<file path="src/rtl/indexed_list_store_top_assert.svh">
// Assertion macros for the indexed list store.
`ifndef INDEXED_LIST_STORE_TOP_ASSERT_SVH
`define INDEXED_LIST_STORE_TOP_ASSERT_SVH

// Check a property on every rising edge of clk, skipped while rst is high.
`define ILS_ASSERT(lbl, prop, msg) \
  lbl: assert property (@(posedge clk) disable iff (rst) (prop)) else $error(msg);

// Same check, with a next-cycle implication built in.
`define ILS_ASSERT_NEXT(lbl, cond, prop, msg) \
  lbl: assert property (@(posedge clk) disable iff (rst) (cond) |=> (prop)) else $error(msg);

`endif

</file>
<file path="src/rtl/ils_pkg.sv">
`timescale 1ns / 1ps

package ils_pkg;

  localparam int unsigned DATA_W = 32;
  localparam int unsigned POS_W  = 10;
  // Wide enough for a position or length up to the largest capacity (1024).
  localparam int unsigned SLOT_W = 11;

  localparam logic [2:0] ACT_READ   = 3'd0;
  localparam logic [2:0] ACT_FRONT  = 3'd1;
  localparam logic [2:0] ACT_BACK   = 3'd2;
  localparam logic [2:0] ACT_AT     = 3'd3;
  localparam logic [2:0] ACT_DELETE = 3'd4;

  localparam logic [1:0] ST_DONE  = 2'd0;
  localparam logic [1:0] ST_RANGE = 2'd1;
  localparam logic [1:0] ST_FULL  = 2'd2;

  localparam logic signed [DATA_W-1:0] READ_MISS = -32'sd1;

  typedef enum logic [1:0] {
    CELL_HOLD,
    CELL_INSERT,
    CELL_DELETE,
    CELL_GATHER
  } cell_op_t;

  typedef enum logic {
    FSM_IDLE,
    FSM_READ
  } fsm_state_t;

  typedef struct packed {
    cell_op_t                 op;
    logic [SLOT_W-1:0]        pos;
    logic signed [DATA_W-1:0] value;
  } cell_ctrl_t;

endpackage

</file>
<file path="src/rtl/ils_cell.sv">
`timescale 1ns / 1ps

module ils_cell #(
  parameter int unsigned IDX = 0
) (
  input  logic                               clk,
  input  ils_pkg::cell_ctrl_t                ctrl,
  input  logic signed [ils_pkg::DATA_W-1:0]  left,
  input  logic signed [ils_pkg::DATA_W-1:0]  right,
  output logic signed [ils_pkg::DATA_W-1:0]  entry,
  output logic signed [ils_pkg::DATA_W-1:0]  gathered
);

  localparam logic [ils_pkg::SLOT_W-1:0] MY_SLOT = ils_pkg::SLOT_W'(IDX);

  logic signed [ils_pkg::DATA_W-1:0] entry_next;

  always_comb begin
    entry_next = entry;
    case (ctrl.op)
      ils_pkg::CELL_INSERT: begin
        // Shift right behind the insert point, load the new value at it.
        if (MY_SLOT > ctrl.pos) begin
          entry_next = left;
        end else if (MY_SLOT == ctrl.pos) begin
          entry_next = ctrl.value;
        end
      end
      ils_pkg::CELL_DELETE: begin
        if (MY_SLOT >= ctrl.pos) begin
          entry_next = right;
        end
      end
      default: entry_next = entry;
    endcase
  end

  always_ff @(posedge clk) begin
    entry    <= entry_next;
    gathered <= (ctrl.op == ils_pkg::CELL_GATHER && ctrl.pos == MY_SLOT) ? entry : '0;
  end

endmodule

</file>
<file path="config.mk">
export PLATFORM = sky130hd
export DESIGN_NAME = ils_cell
export DESIGN_NICKNAME = d
export VERILOG_FILES = /design/src/rtl/indexed_list_store_top_assert.svh /design/src/rtl/ils_pkg.sv /design/src/rtl/ils_cell.sv
export SDC_FILE = /design/constraint.sdc
export NUM_CORES = 1
export LEC_CHECK = 0
export BUFFER_PORTS_ARGS = -buffer_cell sky130_fd_sc_hd__buf_2
export CAP_MARGIN = 10
export CORE_ASPECT_RATIO = 1.5
export CORE_MARGIN = 3
export CORE_UTILIZATION = 42
export DETAILED_ROUTE_END_ITERATION = 10
export PLACE_DENSITY = 0.79
export SYNTH_ARGS = -nofsm -noshare
export SYNTH_HDL_FRONTEND = slang
export SYNTH_SLANG_ARGS = --single-unit
</file>
<file path="constraint.sdc">
create_clock -name clk -period 4.9 [get_ports clk]
set_clock_uncertainty 0.05 [all_clocks]
set_input_delay 0.49 -clock clk [delete_from_list [all_inputs] [get_ports clk]]
set_output_delay 0.49 -clock clk [all_outputs]
set_load 0.03 [all_outputs]
</file>
After elaboration in Yosys (flattened, before gate mapping)
Cells that the tools add are included.

Output and inout bits: 64. Word-level logic and storage cells: 17. Bits in registers: 64.

$lt $le $gt $ge: 2. Reduce and logical (&&, ||, !) cells: 4. Eq/ne operators: 5. Multiplexer cells: 4.

Operators by type and width (count): $mux 32 (3); $pmux 32 s2 (1); $ge 1x11->1 const A (1); $gt 1x11->1 const A (1); $logic_not 11->1 (1); $eq 2x2->1 const B (2); $ne 3x3->1 const B (1); $reduce_and 3->1 (1); $eq 2x1->1 const B (1); $ne 2x2->1 const B (1); $reduce_bool 2->1 (1); $logic_and 1x1->1 (1).

Depth between registers and ports, before layout
Gate-level depths: netlist (run 1).

Word-level depth: 4. Mapped depth: 5. Depth with buffers taken out: 2.

Least setup slack after synthesis (run 1)
Ideal clock, no wire load.

Kind: input-to-reg. From: in ctrl[34] (netlist name). To: reg entry[0] (netlist name) (enable). Arrival time: 3189 ps. Stages on the path: 4. Data required time: 4409 ps. Setup time: 441 ps. Path slack: 1220 ps. Buffers on the path: 2. Path through: or4_4 buf_6 buf_12 nor4_2.

Cells in the longest elaborated chain, start to end: 3. Elaborated cells between the ends (all ways): 6. Classes of those cells: order compare (2); eq/ne (2); reduce/logical (2).

RTL lines: start: declaration (RTL line ils_cell.sv:7) `input ils_pkg::cell_ctrl_t ctrl,`; $gt 1x11->1, or another cell as far along (RTL line ils_cell.sv:23) `if (MY_SLOT > ctrl.pos) begin`; $ne 3x3->1 (no line) or $ne 2x2->1 (tied branches); $reduce_and 3->1 (no line) (*); end signal: assignment (RTL line ils_cell.sv:39) `entry <= entry_next;`; end: declaration (RTL line ils_cell.sv:10) `output logic signed [ils_pkg::DATA_W-1:0] entry,`.

Every way passes the cells marked *; elsewhere a longest branch is shown, timed or not. A chain may end at the register's enable or synchronous reset.

Final worst setup path (run 1)
From: in ctrl[40] (netlist name). To: reg entry[13] (netlist name) (enable).

The elaborated chain is that of the path after synthesis.

==> results.py, run 1 <==
metrics = {
    "detailed_routing": {
        "wl_mm": 6.52,
        "total_number_of_vias": 2080,
        "antenna_violating_nets_post_route": 0,
        "detail_route.iter0.violations": 110,
        "first_pass_iters": 5,
        "wl_per_cell_um": 16.3,
        "vias_per_cell": 5.21,
        "drt_drc_violations_left": 0,
    },
    "global_routing": {
        "maximum_number_of_pins_on_one_net_before_global_route_repair": 35,
        "gr-usage-met2_pct": 31.6,
        "grt_use_met1_pct": 20.5,
        "number_of_global_route_vias_before_repair": 2043,
        "globalRoute.totalOverflow": 0,
        "globalRouteTotalUtil_pct": 18.0,
        "wire_length_of_the_first_global_routing_pass_mm": 10.5,
        "grt-busiest-layer": "met2",
        "number_of_antenna_violations_at_the_first_check_in_global_routing": 0,
        "groute.layer.met3.usage_pct": 3.66,
    },
    "final_layout": {
        "area.sequential_mm2": 0.00160,
        "final_area_mm2": 0.00361,
        "layout_cell_share_with_drive_strength_beyond_1_pct": 68.3,
        "layout_commonest_cell": "sky130_fd_sc_hd__buf_2",
        "insertedDiodeCount": 0,
        "fill_cells": 508,
        "layout.cells.most_common_list": "sky130_fd_sc_hd__buf_2 (141), sky130_fd_sc_hd__nand3_1 (32), sky130_fd_sc_hd__edfxtp_1 (32), sky130_fd_sc_hd__dfxtp_1 (32), sky130_fd_sc_hd__mux2_2 (31)",
        "finalNetCount": 430,
        "final_core_util_pct": 58.0,
        "area.growth.synth_to_final_pct": 32.1,
        "multi_input_comb_area_um2": 973,
    },
    "synth": {
        "synth-warning-count": 0,
        "yosys.area_share.xor_xnor_pct": 0.321,
        "ys_top_cells_by_area": "sky130_fd_sc_hd__edfxtp_1 (35%), sky130_fd_sc_hd__dfxtp_1 (23%), sky130_fd_sc_hd__nor4_2 (14%)",
        "synth_top_family_by_area": "simple AND/OR/NAND/NOR gates",
        "post_synth_and_or_nand_nor_area_fraction_pct": 21.4,
        "synth-compound-area-share_pct": 0,
        "synth.lib_cells_used.distinct": 17,
        "synth_top_area_share_pct": 35.2,
        "synthesis.area_mm2": 0.00273,
        "synth.net_count": 300,
        "seq_area_frac_synth_pct": 58.6,
        "adder_and_majority_cell_fraction_of_the_synthesized_area_pct": 0,
        "synth.mux.area_fraction_pct": 13.2,
        "post-synth-top-area-cell": "sky130_fd_sc_hd__edfxtp_1",
        "avgSynthCellArea_um2": 14.4,
        "synthCells": 190,
        "ys_seq_elements": 64,
    },
    "sta": {
        "finalHoldViolations": 0,
        "post-route-min-period_ps": 3110,
        "setup_viol": 0,
        "rsz0062_at_grt": "false",
        "worst-slew-pin-transition_ps": 967,
        "fin_tns_setup_ps": 0,
        "final.hold.worst_slack_ps": 389,
        "max_freq_mhz": 322,
        "fin_crit_share_pct": 63.4,
        "slew_headroom_pct": 35.5,
        "drv_slew": 0,
    },
    "die": {
        "rows": 35,
        "io-pin-count": 174,
        "dieWidth_um": 71.8,
        "initial_utilization_pct": 43.9,
        "die_area_mm2": 0.00753,
        "core_mm2": 0.00622,
        "chipHeight_um": 105,
    },
    "outcome": {
        "run_status": "finished clean",
    },
    "worst_setup_path": {
        "path_class": "primary input to register",
        "critPathLaunchType": "primary input",
        "timing.critical_path.required_ps": 4870,
        "critical_path.max_fanout": 33,
        "cp.buffers_inverters": 2,
        "critical_path_end_type": "register",
        "critical_path.slowest_cell": "sky130_fd_sc_hd__or4_2",
        "crit_path_cell_trace": "buf_2 -> or4_2 -> nor4_4 -> buf_4",
        "cp_slowest_stage_delay_ps": 1130,
        "worst_ep_arrival_time_ps": 3070,
        "cpLargestDelayFamily": "simple AND/OR/NAND/NOR gates",
    },
    "placed_design": {
        "place_congestion": 0.765,
        "placement.cell_area_mm2": 0.00339,
        "hpwl_mm": 4.56,
        "portBuffers": 141,
    },
    "cts": {
        "clock-root-buffer": "sky130_fd_sc_hd__clkbuf_8",
        "cts_tree": "done",
        "cts_repair_resize_count": 0,
        "hold_buf_count_cts": 0,
        "numCtsBuffers": 9,
        "htree_levels": 3,
        "cts_setup_buffers": 0,
        "path_clk_slew_ps": 70,
        "cts_num_sinks": 64,
        "cts.path.max_buffers": 2,
        "worstSkewPairLatency_ps": 330,
    },
    "power_and_ir_drop": {
        "power.density_cell_area_mw_per_mm2": 316,
        "maximum_resistive_drop_on_vdd_v": 0.000196,
        "p_leak_nw": 1.45,
        "design_power_total_mw": 1.14,
    },
    "worst_hold_path": {
        "min_path_type": "primary input to register",
    },
    "flow_run": {
        "maxCapViolCount": 0,
    },
}
per-stage QoR:
stage	cells	worst slack, ps
6_report	399	1790
3_5_place_dp	383	1430
4_1_cts	399	1780
3_3_place_gp	383	1470
5_1_grt	399	1670
2_1_floorplan	190	1220
logic make-up after synthesis:
family | after synthesis
simple gates | 69
flops | 64
mux | 32
buf+inv | 24
xor+xnor | 1
power by group:
group / switching (mW) / leakage (nW) / internal [mW]
registers: 0.0000535 / 0.545 / 0.563
logic: 0.0423 / 0.795 / 0.0447
clock network: 0.196 / 0.112 / 0.294
synthesized netlist by cell type:
library cell and instances:
sky130_fd_sc_hd__or3_1 1, sky130_fd_sc_hd__buf_6 4, sky130_fd_sc_hd__or4_4 1, sky130_fd_sc_hd__clkbuf_1 9, sky130_fd_sc_hd__or4_1 1, sky130_fd_sc_hd__edfxtp_1 32, sky130_fd_sc_hd__buf_1 3, sky130_fd_sc_hd__nor2b_1 1
sky130_fd_sc_hd__buf_12 3, sky130_fd_sc_hd__buf_2 5, sky130_fd_sc_hd__nor4_2 30, sky130_fd_sc_hd__xnor2_1 1, sky130_fd_sc_hd__mux2_1 1, sky130_fd_sc_hd__dfxtp_1 32, sky130_fd_sc_hd__nor4_1 3, sky130_fd_sc_hd__mux2_2 31
sky130_fd_sc_hd__nand3_1 32
area by class of cell:
class	count	area share, %
Clock buffer	14	5.10
Clock inverter	2	0.971
Multi-Input combinational cell	102	27.0
Sequential cell	64	44.4
Tap cell	74	2.57
Timing Repair Buffer	143	20.0
state kept, by name, summed over array words and instances, names as in the netlist:
register and flops:
gathered 32, entry 32
per-layer routing:
| layer | up-vias | part of all wire, % |
|---|---|---|
| li1 | 978 | - |
| met1 | 985 | 36 |
| met2 | 101 | 55 |
| met3 | 16 | 7.0 |
| met4 | 0 | 2.1 |
| met5 | - | 0 |
path summary, 6_finish.rpt:
kind         depth (start not counted)           startpoint                      end  slack, ps
max reg2reg                          2  entry[23]$_DFFE_PP_  gathered[23]$_SDFF_PN0_       4100
min                                  2              ctrl[6]       entry[6]$_DFFE_PP_        390
max                                  4             ctrl[40]      entry[13]$_DFFE_PP_       1790
min reg2reg                          2  entry[30]$_DFFE_PP_  gathered[30]$_SDFF_PN0_        500
Note: power is estimated with default switching activity, not from simulation.
==> run 2, diff against run 1 <==
==> constraint.sdc (replaced) <==
create_clock -name clk -period 2.86 [get_ports clk]
set_clock_uncertainty 0.05 [all_clocks]
set_input_delay 0.286 -clock clk [delete_from_list [all_inputs] [get_ports clk]]
set_output_delay 0.286 -clock clk [all_outputs]
set_load 0.03 [all_outputs]
==> run 2 against run 1 <==
Sequential power up 71%. Register-to-register slack worse by 2100 ps. Largest power group unchanged. Final cell count increased by 1.5%. Worst hold slack lost 190 ps. Largest cell class unchanged. Clock power up 77%.
==> results.py, run 2 (synthesized netlist as in run 1, its figures left out) <==
metrics = {
    "outcome": {
        "run_status": "finished clean",
    },
    "flow_run": {
        "maxCapViolCount": 0,
    },
    "placed_design": {
        "portBuffers": 141,
        "dp_worst_setup_slack_ps": 791,
        "place_congestion": 0.738,
        "hpwl_mm": 4.91,
    },
    "sta": {
        "final.hold.worst_slack_ps": 198,
        "finalHoldViolations": 0,
        "setup_viol": 0,
        "max_freq_mhz": 589,
        "fin_tns_setup_ps": 0,
        "slew_headroom_pct": 66.1,
        "drv_slew": 0,
        "fin_crit_share_pct": 59.4,
        "worst-slew-pin-transition_ps": 509,
        "rsz0062_at_grt": "false",
        "setup_slack_ps": 1160,
        "post-route-min-period_ps": 1700,
    },
    "cts": {
        "numCtsBuffers": 9,
        "cts_num_sinks": 64,
        "clock-root-buffer": "sky130_fd_sc_hd__clkbuf_8",
        "htree_levels": 3,
        "cts_tree": "done",
        "path_clk_slew_ps": 70,
        "hold_buf_count_cts": 0,
        "cts_repair_resize_count": 0,
        "cts.path.max_buffers": 2,
        "worstSkewPairLatency_ps": 340,
        "cts_setup_buffers": 0,
    },
    "final_layout": {
        "insertedDiodeCount": 0,
        "area.growth.synth_to_final_pct": 34.0,
        "layout.cells.most_common_list": "sky130_fd_sc_hd__buf_2 (141), sky130_fd_sc_hd__nand3_1 (32), sky130_fd_sc_hd__edfxtp_1 (32), sky130_fd_sc_hd__dfxtp_1 (32), sky130_fd_sc_hd__mux2_2 (31)",
        "layout_cell_share_with_drive_strength_beyond_1_pct": 69.5,
        "multi_input_comb_area_um2": 973,
        "final_core_util_pct": 58.9,
        "reg_top3": "entry (32), gathered (32)",
        "finalNetCount": 436,
        "fill_cells": 532,
        "layout_commonest_cell": "sky130_fd_sc_hd__buf_2",
        "area.sequential_mm2": 0.00160,
    },
    "power_and_ir_drop": {
        "relative_contribution_of_sequential_cells_to_total_power_pct": 48.6,
        "intPower_mw": 1.56,
        "p_leak_nw": 1.48,
        "p_comb_share_pct": 7.8,
        "power.net_switching_mw": 0.423,
        "power.density_cell_area_mw_per_mm2": 542,
        "pwr-share-clk_pct": 43.6,
        "maximum_resistive_drop_on_vdd_v": 0.000334,
        "switching_share_pct": 21.3,
    },
    "die": {
        "core_mm2": 0.00622,
        "rows": 35,
        "die_area_mm2": 0.00753,
        "chipHeight_um": 105,
        "io-pin-count": 174,
        "initial_utilization_pct": 43.9,
        "dieWidth_um": 71.8,
    },
    "global_routing": {
        "globalRouteTotalUtil_pct": 17.8,
        "globalRoute.totalOverflow": 0,
        "number_of_global_route_vias_before_repair": 2122,
        "maximum_number_of_pins_on_one_net_before_global_route_repair": 34,
        "wire_length_of_the_first_global_routing_pass_mm": 10.2,
        "number_of_antenna_violations_at_the_first_check_in_global_routing": 0,
    },
    "worst_setup_path": {
        "critPathLaunchType": "primary input",
        "critical_path.slowest_cell": "sky130_fd_sc_hd__or4_2",
        "critical_path_end_type": "register",
        "critical_path.max_fanout": 17,
        "timing.critical_path.required_ps": 2830,
        "cp_slowest_stage_delay_ps": 710,
        "crit_path_cell_trace": "buf_2 -> or4_2 -> nor4_4 -> buf_4",
        "path_class": "primary input to register",
        "worst_ep_arrival_time_ps": 1670,
        "timing.reg2reg.worst_path_depth": 2,
    },
    "worst_hold_path": {
        "worst_hold_path.num_cells": 2,
        "min_path_type": "primary input to register",
    },
    "detailed_routing": {
        "wl_per_cell_um": 16.3,
        "first_pass_iters": 4,
        "detail_route.iter0.violations": 103,
        "total_number_of_vias": 2092,
        "antenna_violating_nets_post_route": 0,
        "wl_mm": 6.59,
        "vias_per_cell": 5.17,
        "drt_drc_violations_left": 0,
    },
}
-- run 2: changes by cell type in the layout (fill, tap and decap cells not counted) --
cell / before / now
sky130_fd_sc_hd__inv_4: 0 / 1
sky130_fd_sc_hd__clkinv_2: 1 / 0
sky130_fd_sc_hd__clkbuf_8: 11 / 10
sky130_fd_sc_hd__clkbuf_16: 1 / 0
sky130_fd_sc_hd__bufinv_16: 1 / 2
sky130_fd_sc_hd__clkbuf_1: 2 / 0
sky130_fd_sc_hd__buf_4: 2 / 8
sky130_fd_sc_hd__inv_6: 0 / 1
sky130_fd_sc_hd__clkinvlp_4: 0 / 2
-- run 2: power groups by stage --
| stage | combinational, mW | clock (mW) | sequential (mW) |
|---|---|---|---|
| floorplan | 0.0943 | 0 | 0.986 |
| detailed placement | 0.155 | 0 | 0.985 |
| global placement | 0.150 | 0 | 0.985 |
| finish | 0.154 | 0.866 | 0.965 |
| CTS | 0.156 | 0.884 | 0.965 |
| global route | 0.170 | 0.921 | 0.964 |
-- run 2: path summary, 6_finish.rpt --
kind	from	endpoint	slack [ps]
max reg2reg	entry[31]$_DFFE_PP_	gathered[31]$_SDFF_PN0_	2030
max	ctrl[40]	entry[31]$_DFFE_PP_	1160
min	right[29]	entry[29]$_DFFE_PP_	200
min reg2reg	entry[8]$_DFFE_PP_	gathered[8]$_SDFF_PN0_	510
-- run 2: cell type report --
cell class                      instances  area share [%]
Tap cell                               74            2.53
Clock buffer                           10            3.76
Sequential cell                        64            43.7
Clock inverter                          6            2.46
Timing Repair Buffer                  149            20.9
Multi-Input combinational cell        102            26.6
-- run 2: stage by stage --
stage	total power, mW	instances	instance area (µm²)
after floorplan	1.08	190	2740
after global placement	1.14	389	3430
after detailed placement	1.14	389	3430
after CTS	2.00	405	3660
after global routing	2.05	405	3660
final	1.98	405	3660
-- run 2: critical path: cells and delay by family --
family | cells | cell delay [ps]
buffers and inverters | 2 | 380
and+or+nand+nor | 2 | 1000
-- run 2: per-layer routing --
| metal | part of all wire, % | GRT usage [%] |
|---|---|---|
| met3 | 6.3 | 3.66 |
| met5 | 0 | 0 |
| met1 | 35 | 18.5 |
| met4 | 3.1 | 10.6 |
| met2 | 56 | 31.7 |
